**src/dme_ram.sv**
```systemverilog
`timescale 1ns / 1ps
module dme_ram #(
  parameter int WIDTH = 16,
  parameter int DEPTH = 64
) (
  input  logic                     clk,
  input  logic                     we,
  input  logic [$clog2(DEPTH)-1:0] waddr,
  input  logic [WIDTH-1:0]         wdata,
  input  logic [$clog2(DEPTH)-1:0] raddr,
  output logic [WIDTH-1:0]         rdata
);

  logic [WIDTH-1:0] mem [DEPTH];

  // one write port, one registered read port
  always_ff @(posedge clk) begin
    if (we) begin
      mem[waddr] <= wdata;
    end
    rdata <= mem[raddr];
  end

endmodule
```
**config.mk**
```make
export PLATFORM = sky130hd
export DESIGN_NAME = dme_ram
export DESIGN_NICKNAME = d
export VERILOG_FILES = /design/src/dme_ram.sv
export SDC_FILE = /design/constraint.sdc
export NUM_CORES = 1
export LEC_CHECK = 0
export BUFFER_PORTS_ARGS = -buffer_cell sky130_fd_sc_hd__buf_2
export CORE_ASPECT_RATIO = 1.25
export CORE_MARGIN = 4
export CORE_UTILIZATION = 50
export DETAILED_ROUTE_END_ITERATION = 10
export PLACE_DENSITY = 0.65
export SLEW_MARGIN = 10
export SYNTH_ARGS = -nofsm -noshare
export SYNTH_HDL_FRONTEND = slang
export SYNTH_SLANG_ARGS = --single-unit
```
**constraint.sdc**
```tcl
create_clock -name clk -period 2.3 [get_ports clk]
set_input_delay 0.23 -clock clk [delete_from_list [all_inputs] [get_ports clk]]
set_output_delay 0.23 -clock clk [all_outputs]
set_load 0.01 [all_outputs]
```
==> qor.csv <==
metric,value,unit
Setup CP Type,flop to flop,
clk sink count,1040,
row cnt,115,
MaxCap Viol Count,0,
largest cells by area after synthesis,"edfxtp_1, mux4_2, mux2i_1",
post-synth top area share,0.768,
largest net degree at the start of global routing,65,
fin crit share,0.939,
postcts setup bufs,0,
Final Hold Vio Count,0,
relative max-transition margin,0.455,
syn_nets,1859,
"antenna viol nets, final",0,
Leak Pwr,15.1,nW
Hold/Removal Path Class,input port to flop,
first-pass GRT wire length,139,mm
Clock Skew,0.0264,ns
status,"complete, no violations",
"Clk Latency, worst-skew pair",0.67,ns
top sig layer,met5,
gp weighted congestion,0.854,
via count,19500,
Initial DRC Count,2130,
worst path bufs/invs,0,
cts hold-fix bufs,0,
worst reg2reg startpoint,mem[48][6]$_DFFE_PP_,
"Cell Chain, Critical Path",mux4_1 > mux2_2 > a21oi_1 > nor4_2,
drt pass-1 iters,6,
fmax,0.463,GHz
die height,324,um
Cell Pwr Density,844,nW/um^2
DR WL/cell,29.3,um
GR Util All Layers,0.227,
fin area,46600,sq um
CP max stage cell,a21oi_1,
hpwl dp,62.3,mm
"Max FO, Critical Path",1,
hold slack,0.0291,ns
I/O Buffers,45,
CTS Buf Count,97,
# H-tree levels,3,
post-CTS sizing,0,
crit-path max cell delay,0.58,ns
CTS root buffer,clkbuf_16,
"CP delay by family, top",multiplexers,
Total Nets Final,2142,
residual overflow from global routing,0,
vias per cell,6.00,
worst endpoint required time,2.80,ns
critical path startpoint,mem[48][6]$_DFFE_PP_,
core box area,79000,sq um
Final Max Slew Viols,0,
Hold Startpoint,wdata[4],
element type at the critical path start,flop,
synthesized area per cell,21.9,sq um
clock buffer depth,3,
worst slew pin tran,0.817,ns
Synth Flop Type,edfxtp_1,
final worst slack,0.141,ns
WL met1,36.2,mm
Crit. End Element,flop,
cells after synthesis,1829,
synthesis-stage register bit count,1040,
layout cell share with drive strength beyond 1,0.313,
Ports,46,
"area leader, netlist",edfxtp_1,
setup slack at placement,-0.245,ns
final routed DRC violation total,0,
Post-synth EDFFs,1024,
DR WL met2,48.9,mm
setup tns final,0,ns
die width,261,um
die area,84700,sq um
fin crit period,2.16,ns
peak supply drop,0.521,mV
Layout area overhead,16.3,%
register area share after synthesis,0.776,
clock-pin slew of the registers on the worst-case setup and hold paths,0.07,ns
placed cell areas,43400,sq um
final setup vio count,0,
met3 WL post-DR,6.97,mm
Synth warnings,0,
vias in the first global route,20100,
ys async rst share,0,
initial antenna violation count,8,
Synth cell types,43,
final WL,95.3,mm
unrepaired setup endpoints after global routing,no,
CTS tree,yes,
Mapped Area,40000,sq um
initial cell density of the core,0.507,
"Arr. time, crit path",2.66,ns
-- synthesized netlist by cell type (all sizes together), types with 2 or more instances --
master  count
nand3b      2
o21ai       8
and2        2
a22o        6
edfxtp   1024
a311oi      8
a211o       8
a21oi      17
nor2b      30
nor3        2
a221o       6
a22oi      39
nor2       74
nor4        3
nand2      60
and4        5
a31oi       8
mux2i      85
clkbuf     27
buf        77
a221oi     16
nand3      24
mux2       27
nand4      12
nand2b      3
a41oi       5
mux4      224
dfxtp      16
a211oi      8
-- worst register-to-register path: cells and delay by family (launching register included) --
family	cells	cell delay, ns
AND/OR/NAND/NOR	1	0.16
AO/OA/AOI/OAI	1	0.58
multiplexers	2	0.87
flip-flops	1	0.39
-- area by class of cell --
cell class,instances,area (sq um)
Multi-Input combinational cell,685,8250
Tap cell,1053,1320
Antenna cell,3,7.51
Timing Repair Buffer,288,2740
Sequential cell,1040,31100
Clock buffer,117,2550
Fill cell,5607,32400
Clock inverter,64,632
-- kinds of logic (layout without fill, tap and decap cells) --
logic type             Yosys count  count (layout)  synth area share
buffers and inverters          104             469            0.0183
DFF                           1040            1040             0.776
and+or+nand+nor                220             220            0.0265
muxes                          336             336             0.155
AOI/OAI and AO/OA              129             129            0.0241
other                            0               3                 0
-- cells in the final DEF (no fill, tap or decap), drive strengths merged, types with 3 or more instances in the layout --
cell,n
a211o,8
a211oi,8
a21oi,17
a221o,6
a221oi,16
a22o,6
a22oi,39
a311oi,8
a31oi,8
a41oi,5
and4,5
buf,288
bufinv,11
clkbuf,117
clkinv,42
clkinvlp,6
dfxtp,16
diode,3
edfxtp,1024
inv,5
mux2,27
mux2i,85
mux4,224
nand2,60
nand2b,3
nand3,24
nand4,12
nor2,74
nor2b,30
nor4,3
o21ai,8
-- report_power, final --
group | internal [W] | switching [W] | total, W | leakage [nW]
sequential | 0.0210 | 0.0000707 | 0.0210 | 9.35
clock | 0.00919 | 0.00689 | 0.0161 | 1.55
combinational | 0.000901 | 0.00130 | 0.00220 | 4.19
total | 0.0311 | 0.00826 | 0.0393 | 15.1
-- registers in the layout (all words and copies together) (netlist names) --
| signal | flops |
|---|---|
| mem | 1024 |
| rdata | 16 |
-- layer usage --
| layer | up-vias | track usage |
|---|---|---|
| met5 | - | 0 |
| met4 | 8 | 0.0809 |
| met3 | 149 | 0.0493 |
| met2 | 711 | 0.380 |
| met1 | 10400 | 0.297 |
| li1 | 8252 | - |
-- metrics by stage --
| stage | total power, W | util | std cells |
|---|---|---|---|
| floorplan | 0.0225 | - | 1829 |
| global placement | 0.0236 | 0.549 | 3066 |
| detailed placement | 0.0237 | 0.549 | 3066 |
| CTS | 0.0396 | 0.589 | 3247 |
| global route | 0.0405 | 0.589 | 3247 |
| finish | 0.0393 | 0.590 | 3250 |
-- worst paths after layout --
kind,depth (start not counted),slack [ns],to
worst max-delay path,4,0.14,rdata[6]$_DFF_P_
worst min register to register,4,0.87,rdata[12]$_DFF_P_
worst max register to register,4,0.14,rdata[6]$_DFF_P_
worst min-delay path,1,0.03,mem[32][4]$_DFFE_PP_
No activity file was read; power rests on OpenSTA's default activity.
